### config.mk
export PLATFORM = sky130hd
export DESIGN_NAME = issgd_ctrl
export DESIGN_NICKNAME = d
export VERILOG_FILES = /design/src/design/issgd_pkg.sv /design/src/design/issgd_ctrl.sv
export SDC_FILE = /design/constraint.sdc
export NUM_CORES = 1
export LEC_CHECK = 0
export BUFFER_PORTS_ARGS = -buffer_cell sky130_fd_sc_hd__buf_2
export CELL_PAD_IN_SITES_DETAIL_PLACEMENT = 2
export CELL_PAD_IN_SITES_GLOBAL_PLACEMENT = 2
export CORE_AREA = 2 2 39 41
export CTS_BUF_LIST = sky130_fd_sc_hd__clkbuf_8
export CTS_CLUSTER_DIAMETER = 200
export DETAILED_ROUTE_END_ITERATION = 8
export DIE_AREA = 0 0 41 43
export GPL_TIMING_DRIVEN = 0
export PLACE_DENSITY_LB_ADDON = 0.2
export SYNTH_ARGS = -nofsm -noshare
export SYNTH_HDL_FRONTEND = slang
export SYNTH_SLANG_ARGS = --single-unit
### constraint.sdc
create_clock -name clk_i -period 2 [get_ports clk_i]
set_input_delay 0.4 -clock clk_i [delete_from_list [all_inputs] [get_ports clk_i]]
set_output_delay 0.4 -clock clk_i [all_outputs]
set_load 0.01 [all_outputs]
### src/design/issgd_pkg.sv
// ----------------------------------------------------------------------------
// issgd_pkg: shared types and constants for the spin/stab gesture detector
// Holds widths, register indexes, controller states and command/status types.
// ----------------------------------------------------------------------------
package issgd_pkg;

  localparam int SampleBits = 16;
  localparam int CountBits  = 8;
  localparam int SqBits     = 2 * SampleBits + 2;  // sum of three squares
  localparam int RootBits   = SqBits / 2;
  localparam int CfgIdxBits = 3;
  localparam int CfgBits    = 16;

  localparam logic [CfgIdxBits-1:0] RegStabAccel  = 3'd0;
  localparam logic [CfgIdxBits-1:0] RegStabDur    = 3'd1;
  localparam logic [CfgIdxBits-1:0] RegStabGyro   = 3'd2;
  localparam logic [CfgIdxBits-1:0] RegSpinStart  = 3'd3;
  localparam logic [CfgIdxBits-1:0] RegSpinStop   = 3'd4;
  localparam logic [CfgIdxBits-1:0] RegCircleTime = 3'd5;
  localparam logic [CfgIdxBits-1:0] RegMinQuart   = 3'd6;

  typedef enum logic [2:0] {
    StIdle, StRootA, StRootG, StRootS, StUpdate, StOut
  } ctrl_state_e;

  typedef struct packed {
    logic capture;    // latch input beat
    logic root_start; // begin a square root
    logic [1:0] root_sel; // 0 accel, 1 gyro, 2 y-z gyro
    logic update;     // commit gesture state
  } ctrl_cmd_t;

  typedef struct packed {
    logic root_done;
    logic valid;      // captured data_valid
  } dp_status_t;

  localparam logic [1:0] SelAccel = 2'd0;
  localparam logic [1:0] SelGyro  = 2'd1;
  localparam logic [1:0] SelYz    = 2'd2;

endpackage

### src/design/issgd_ctrl.sv
// ----------------------------------------------------------------------------
// issgd_ctrl: sequencer
// Steps one beat through three square roots (valid beats only), the state update and the output.
// ----------------------------------------------------------------------------
module issgd_ctrl (
  input  logic                  clk_i,
  input  logic                  rst_ni,
  input  logic                  in_valid_i,
  output logic                  in_ready_o,
  output logic                  out_valid_o,
  input  logic                  out_ready_i,
  input  issgd_pkg::dp_status_t status_i,
  output issgd_pkg::ctrl_cmd_t  cmd_o
);
  import issgd_pkg::*;

  ctrl_state_e state_q, state_d;

  always_ff @(posedge clk_i or negedge rst_ni) begin
    if (!rst_ni) state_q <= StIdle;
    else state_q <= state_d;
  end

  always_comb begin
    state_d = state_q;
    cmd_o = '0;
    in_ready_o = 1'b0;
    out_valid_o = 1'b0;
    unique case (state_q)
      StIdle: begin
        in_ready_o = 1'b1;
        if (in_valid_i) begin
          cmd_o.capture = 1'b1;
          state_d = StUpdate;
        end
      end
      StRootA: begin
        cmd_o.root_sel = SelAccel;
        if (status_i.root_done) begin
          cmd_o.root_start = 1'b1;
          cmd_o.root_sel = SelGyro;
          state_d = StRootG;
        end
      end
      StRootG: begin
        cmd_o.root_sel = SelGyro;
        if (status_i.root_done) begin
          cmd_o.root_start = 1'b1;
          cmd_o.root_sel = SelYz;
          state_d = StRootS;
        end
      end
      StRootS: begin
        cmd_o.root_sel = SelYz;
        if (status_i.root_done) begin
          cmd_o.update = 1'b1;
          state_d = StOut;
        end
      end
      StUpdate: begin
        // invalid samples skip the roots and commit swing state only
        if (status_i.valid) begin
          cmd_o.root_start = 1'b1;
          cmd_o.root_sel = SelAccel;
          state_d = StRootA;
        end else begin
          cmd_o.update = 1'b1;
          state_d = StOut;
        end
      end
      StOut: begin
        out_valid_o = 1'b1;
        if (out_ready_i) state_d = StIdle;
      end
      default: state_d = StIdle;
    endcase
  end
endmodule

==> metrics.md, run 1 <==
| Metric | Value |
|---|---|
| Gate Count Post-Synth | `30` |
| Worst Path Required | `1.60 ns` |
| Worst-skew pair later-pin latency | `0.21 ns` |
| Hold Fails Final Rpt | `0` |
| DRC | `0` |
| Post-synth cell types | `17` |
| Grt met2 use | `14.69%` |
| Max Clock Skew | `0.001605 ns` |
| Multi-input logic area | `140.1 µm²` |
| Post-DP HPWL | `547.7 µm` |
| Max Freq | `577.4 MHz` |
| R2R depth | `4` |
| Setup violations, final | `0` |
| CP Cell Sequence | `buf_6, nand2b_1, o32ai_2, buf_2` |
| DR pass1 iterations | `2` |
| Met1 Resource Use GR | `12.50%` |
| Cell count after placement | `58` |
| All-layer global routing usage | `10.13%` |
| Vias in the first global route | `298` |
| R2r setup slk | `0.86 ns` |
| GRT busiest layer | `met2` |
| Largest cells by area after synthesis | `dfrtp_1 31%, nor2_1 9.2%, xor2_1 7.1%, o32ai_2 6.6%, nand2b_1 5.1%` |
| Worst Setup SP | `state_q[1]$_DFFE_PN0P_` |
| Die width | `41 µm` |
| Switch share | `39.13%` |
| Remaining Overflow, GRT | `0` |
| RSZ-0062 raised after global routing | `false` |
| Via count | `269` |
| Ports | `13` |
| Mapped Area | `245.2 µm²` |
| Max IR drop VDD | `348.9 µV` |
| Synth area leader | `dfrtp_1` |
| Initial antenna violation count | `0` |
| GRT met3 Usage | `3.141%` |
| Slew Limit Fails | `0` |
| Post-synth top area share | `30.61%` |
| Fin crit share | `86.60%` |
| Routed length per instance | `10.83 µm` |
| Commonest cells post-synth | `6 x nor2_1, 3 x dfrtp_1, 3 x inv_1` |
| Post-CTS setup buffers | `0` |
| DR vias/cell | `4.270` |
| Port Buffers | `12` |
| Setup TNS | `0 ns` |
| Sequential Power Share | `18.4%` |
| H-tree Lvls | `1` |
| CTS tree | `built` |
| Net Count, Synth | `36` |
| Mapped Avg Cell Area | `8.175 µm²` |
| Setup crit end | `cmd_o[0]` |
| Clk pin slew, worst setup/hold paths | `0.03 ns` |
| Count leader, synth | `nor2_1` |
| Reg2reg end | `state_q[2]$_DFFE_PN0P_` |
| CP max-delay cell | `dfrtp_1` |
| Synth Register Bits | `3` |
| Non-filler instance count after layout | `63` |
| Clock tree sinks | `3` |
| Share of cells above drive strength 1 | `40.43%` |
| Root buffer cell | `clkbuf_8` |
| Critical Path Max Stage Delay | `0.36 ns` |
| CTS Buf Count | `3` |
| Ys Warns | `0` |
| Critical path arrival | `1.33 ns` |
| PwrDens | `1622 nW/µm²` |
| # diodes | `0` |
| Biggest regs | `state_q (3)` |
| Overall routed net length | `682 µm` |
| LEAKAGE | `0.2047 nW` |
| Seq/Total Area, Yosys | `30.61%` |
| Crit path capture type | `output port` |
| Max clock buf depth | `2` |
| Kind of critical path | `flip-flop to output port` |
| ANT nets after route | `0` |
| Worst-margin pin slew | `0.2516 ns` |
| Largest net degree at the start of global routing | `11` |
| Max reg flops | `3` |
| First-pass GRT wire length | `1.207 mm` |
| Initial Util | `17.72%` |
| Worst reg2reg path startpoint | `state_q[1]$_DFFE_PN0P_` |
| Iter 0 DRT Violations | `2` |
| Status | `finished, final reports clean` |
| CORE AREA | `1384 µm²` |
| Total Nets Final | `54` |
| Combinational power share | `54.2%` |
| Rel. slew slack | `83.22%` |
| EDFF count, synth | `0` |
| Int Pwr | `0.3755 mW` |
| Minimum clock period | `1.732 ns` |
| Layout area overhead | `55.10%` |
| # fillers | `175` |
| Final GP Congestion | `0.6832` |
| Critical-path maximum fanout | `8` |
| Cell Rows | `14` |
| Die area | `1763 µm²` |
| Hold Crit Class | `input port to flip-flop` |
| Ys flop type | `dfrtp_1` |
| Post_cts resized | `0` |
| Biggest register | `state_q` |
| Die height | `43 µm` |
| Clock power frac | `27.4%` |
| FF+latch area | `75.07 µm²` |
| Tot Pwr | `0.6169 mW` |
| Async SR Flop Fraction | `100.0%` |
| P_sw | `0.2414 mW` |
| Maxcap violations | `0` |
| Worst Setup Start Kind | `flip-flop` |
==> per-stage QoR <==
step                      hold slack (ns)  utilization [%]  area, µm²  setup WS (ns)
final                              0.4874            27.49      380.4         0.2680
after global routing               0.5051            27.49      380.4         0.1952
after CTS                          0.4892            27.49      380.4         0.2398
after detailed placement           0.1979            23.51      325.3         0.4713
after global placement             0.1935            23.51      325.3         0.4970
after floorplan                    0.1044                -      245.2         0.5401
==> layout make-up <==
| class | count | area share (%) |
|---|---|---|
| clock buffer | 3 | 10.86 |
| tap | 16 | 5.263 |
| clock inverter | 1 | 0.9868 |
| multi-input combinational | 22 | 36.84 |
| buffer | 2 | 4.934 |
| inverter | 3 | 2.961 |
| sequential | 3 | 19.74 |
| timing repair buffer | 13 | 18.42 |
==> cells by family after synthesis <==
family                 share of synthesized area (%)
AND/OR/NAND/NOR                                28.57
AO/OA/AOI/OAI                                  21.43
buffers and inverters                          12.25
flip-flops                                     30.61
XOR/XNOR                                       7.144
==> layer usage <==
layer | share of wire (%) | wire length [µm]
met1 | 45 | 307
met3 | 4.5 | 31
met2 | 50 | 343
met4 | 0 | 0
met5 | 0 | 0
==> worst min-delay path by stage <==
| stage | from | to | slack (ns) | cells past startpoint |
|---|---|---|---|---|
| after floorplan | rst_ni | state_q[0]$_DFFE_PN0P_ | 0.10 | 0 |
| after global placement | rst_ni | state_q[2]$_DFFE_PN0P_ | 0.19 | 1 |
| after detailed placement | rst_ni | state_q[1]$_DFFE_PN0P_ | 0.20 | 1 |
| after CTS | out_ready_i | state_q[2]$_DFFE_PN0P_ | 0.49 | 3 |
| after global routing | out_ready_i | state_q[2]$_DFFE_PN0P_ | 0.51 | 3 |
| final | out_ready_i | state_q[2]$_DFFE_PN0P_ | 0.49 | 3 |
==> power groups by stage <==
stage / clock network [mW] / logic, mW / registers (mW)
after CTS: 0.175 / 0.344 / 0.115
after floorplan: 0 / 0.244 / 0.106
after detailed placement: 0 / 0.341 / 0.115
final: 0.169 / 0.335 / 0.113
after global placement: 0 / 0.335 / 0.114
after global routing: 0.180 / 0.379 / 0.118
==> worst max-delay path, delay by kind of cell (launching register included) <==
family                 cells  cell delay [ns]
and+or+nand+nor            1             0.18
DFF                        1             0.36
AOI/OAI and AO/OA          1             0.26
buffers and inverters      2             0.31
==> placed cells by master (no fill, tap or decap), drive strengths merged <==
| master | synthesis | layout |
|---|---|---|
| nor2b | 1 | 1 |
| inv | 3 | 4 |
| nand2b | 2 | 2 |
| nor3b | 1 | 1 |
| a211o | 1 | 1 |
| xor2 | 2 | 2 |
| nand2 | 2 | 2 |
| dfrtp | 3 | 3 |
| o31ai | 1 | 1 |
| nor2 | 6 | 6 |
| nor3 | 1 | 1 |
| a21oi | 2 | 2 |
| a32o | 1 | 1 |
| dlygate4sd3 | 0 | 1 |
| o32ai | 1 | 1 |
| and2 | 1 | 1 |
| buf | 2 | 14 |
| clkbuf | 0 | 3 |
==> repair_timing <==
item                                    4_1_cts  5_1_grt
endpoints found under the setup margin        0        0
hold endpoints to repair                      3        0
hold buffers                                  1        0
(Power assumes the default switching activity.)
==> run 2: changes to the inputs <==
--- a/config.mk
+++ b/config.mk
@@ -5,6 +5,7 @@
 export SDC_FILE = /design/constraint.sdc
 export NUM_CORES = 1
 export LEC_CHECK = 0
+export ABC_AREA = 1
 export BUFFER_PORTS_ARGS = -buffer_cell sky130_fd_sc_hd__buf_2
 export CELL_PAD_IN_SITES_DETAIL_PLACEMENT = 2
 export CELL_PAD_IN_SITES_GLOBAL_PLACEMENT = 2
==> run 2 against run 1 <==
- power grew 1.1%
- die area unchanged
- highest routed layer unchanged
- setup slack lost 0.0074 ns
- critical path depth is 2 higher
- clock power about the same
- register-to-register slack is essentially flat
- final cell count increased by 24%
- critical path type unchanged
- largest cell class unchanged
- count of clock-buffer cells in the layout stayed put
- global-route usage rose by 0.62 points
- first-iteration DRC count down 100%
==> metrics.md, run 2 <==
| Metric | Value |
|---|---|
| Routed length per instance | `10.60 µm` |
| Slew Limit Fails | `0` |
| Post-DP HPWL | `703.4 µm` |
| Worst Path Required | `1.60 ns` |
| Async SR Flop Fraction | `100.0%` |
| All-layer global routing usage | `10.75%` |
| Minimum clock period | `1.739 ns` |
| Initial antenna violation count | `0` |
| Largest net degree at the start of global routing | `9` |
| CTS Buf Count | `3` |
| RSZ-0062 raised after global routing | `false` |
| Max clock buf depth | `2` |
| Fin crit share | `86.97%` |
| Mapped Avg Cell Area | `6.256 µm²` |
| Worst-skew pair later-pin latency | `0.21 ns` |
| Layout area overhead | `48.00%` |
| Initial Util | `20.34%` |
| LEAKAGE | `0.2634 nW` |
| Crit path capture type | `output port` |
| Synth area leader | `dfrtp_1` |
| Port Buffers | `12` |
| Synth Register Bits | `3` |
| CTS tree | `built` |
| Seq/Total Area, Yosys | `26.67%` |
| # diodes | `0` |
| Die area | `1763 µm²` |
| DR pass1 iterations | `1` |
| Total Nets Final | `69` |
| Placed Area | `361.6 µm²` |
| Hold Crit Class | `input port to asynchronous set/reset pin` |
| Ys Warns | `0` |
| Largest cells by area after synthesis | `dfrtp_1 27%, nand2_1 17%, inv_1 8.0%, nand3_1 7.1%, nand3_2 7.1%` |
| Worst-margin pin slew | `0.2979 ns` |
| Mapped Area | `281.5 µm²` |
| Post-CTS setup buffers | `0` |
| Status | `finished, final reports clean` |
| Iter 0 DRT Violations | `0` |
| ANT nets after route | `0` |
| Design Area, Final | `416.7 µm²` |
| Setup violations, final | `0` |
| Cell Rows | `14` |
| Count leader, synth | `nand2_1` |
| Critical path arrival | `1.34 ns` |
| Commonest cells post-synth | `13 x nand2_1, 6 x inv_1, 5 x nor2_1` |
| EDFF count, synth | `0` |
| Root buffer cell | `clkbuf_8` |
| Most frequent cells in the layout | `13 x buf_2, 13 x nand2_1, 7 x inv_1` |
| Max reg flops | `3` |
| Max Freq | `574.9 MHz` |
| Post-synth top area share | `26.67%` |
| Post-synth cell types | `16` |
| Share of cells above drive strength 1 | `35.48%` |
| Via count | `349` |
| DR vias/cell | `4.474` |
| Hold Fails Final Rpt | `0` |
| Clock tree sinks | `3` |
| DRC | `0` |
| Max Clock Skew | `0.0001133 ns` |
| CORE AREA | `1384 µm²` |
| Setup TNS | `0 ns` |
| Post_cts resized | `0` |
| Die height | `43 µm` |
| Maxcap violations | `0` |
| Worst Setup Start Kind | `flip-flop` |
| Remaining Overflow, GRT | `0` |
| Kind of critical path | `flip-flop to output port` |
| H-tree Lvls | `1` |
| Overall routed net length | `827 µm` |
| Net Count, Synth | `51` |
| Gate Count Post-Synth | `45` |
| Biggest register | `state_q` |
| Ys flop type | `dfrtp_1` |
| Max IR drop VDD | `672.4 µV` |
| Ports | `13` |
| R2R depth | `5` |
| Biggest regs | `state_q (3)` |
| Critical-path maximum fanout | `7` |
| Rel. slew slack | `80.14%` |
| # fillers | `178` |
| Die width | `41 µm` |
| Final GP Congestion | `0.6887` |
| Vias in the first global route | `327` |
| PwrDens | `1497 nW/µm²` |
| First-pass GRT wire length | `1.311 mm` |
| Clk pin slew, worst setup/hold paths | `0.03 ns` |
[run 2: cell count changes after synthesis, sizes merged, moves of 2 or more]
cell,before,now
nand2b,2,0
nand3,0,6
xor2,2,0
inv,3,8
nand4,0,2
nand2,2,14
[run 2: cells by family (layout without fill, tap and decap cells)]
logic type / Yosys count / count (layout) / share of synthesized area (%)
AO/OA/AOI/OAI: 4 / 4 / 8.443
flip-flops: 3 / 3 / 26.67
multiplexers: 1 / 1 / 3.556
AND/OR/NAND/NOR: 28 / 28 / 48.89
buffers and inverters: 9 / 26 / 12.44
[run 2: area by class of cell]
cell class,instances,area [µm²],area share [%]
clock inverters,1,3.754,0.9009
well taps,16,20.02,4.805
inverters,8,30.03,7.207
flip-flops and latches,3,75.07,18.02
clock buffers,3,41.29,9.910
plain buffers,1,5.005,1.201
multi-input cells,33,171.4,41.14
repair buffers,13,70.07,16.82
[run 2: worst max-delay path: stages (launching register included)]
cell and delay (ns):
dfrtp_1 0.43, inv_1 0.21, nand3_1 0.13, nand2_1 0.09
nand2_1 0.08, nand2_1 0.07, buf_2 0.12
[run 2: through the flow]
| step | cells | util (%) | total power [mW] | setup WS (ns) | hold WS [ns] |
|---|---|---|---|---|---|
| finish | 78 | 30.11 | 0.6239 | 0.2606 | 0.5074 |
| global route | 78 | 30.11 | 0.6930 | 0.1352 | 0.5310 |
| CTS | 78 | 30.11 | 0.6427 | 0.2238 | 0.5087 |
| detailed placement | 73 | 26.13 | 0.4667 | 0.4561 | 0.1974 |
| global placement | 73 | 26.13 | 0.4600 | 0.4713 | 0.1964 |
| floorplan | 45 | - | 0.3524 | 0.6936 | 0.1044 |
[run 2: metal layers]
layer	wire [µm]	global-route usage [%]	share of wire, %
met2	406	16.88	49
met3	45	1.571	5.4
met4	0	4.000	0
met5	0	0	0
met1	374	14.19	45
[run 2: report_power, final]
group / switching, mW / internal [mW]
logic: 0.213 / 0.126
registers: 0.0306 / 0.0859
clock network: 0.0373 / 0.130
total: 0.281 / 0.343
[run 2: timing repair]
action | CTS | global route
endpoints found under the hold margin | 3 | 0
setup endpoints to repair | 0 | 0
hold buffers | 1 | 0
[run 2: path summary, 6_finish.rpt]
kind | startpoint | end | slack [ns]
worst max-delay path | state_q[2]$_DFFE_PN0P_ | cmd_o[3] | 0.26
worst min-delay path | rst_ni | state_q[2]$_DFFE_PN0P_ | 0.51
worst max register to register | state_q[2]$_DFFE_PN0P_ | state_q[2]$_DFFE_PN0P_ | 0.87
worst min register to register | state_q[1]$_DFFE_PN0P_ | state_q[1]$_DFFE_PN0P_ | 0.67
max in group asynchronous | rst_ni | state_q[1]$_DFFE_PN0P_ | 1.39
min in group clk_i | status_i[1] | state_q[1]$_DFFE_PN0P_ | 0.51
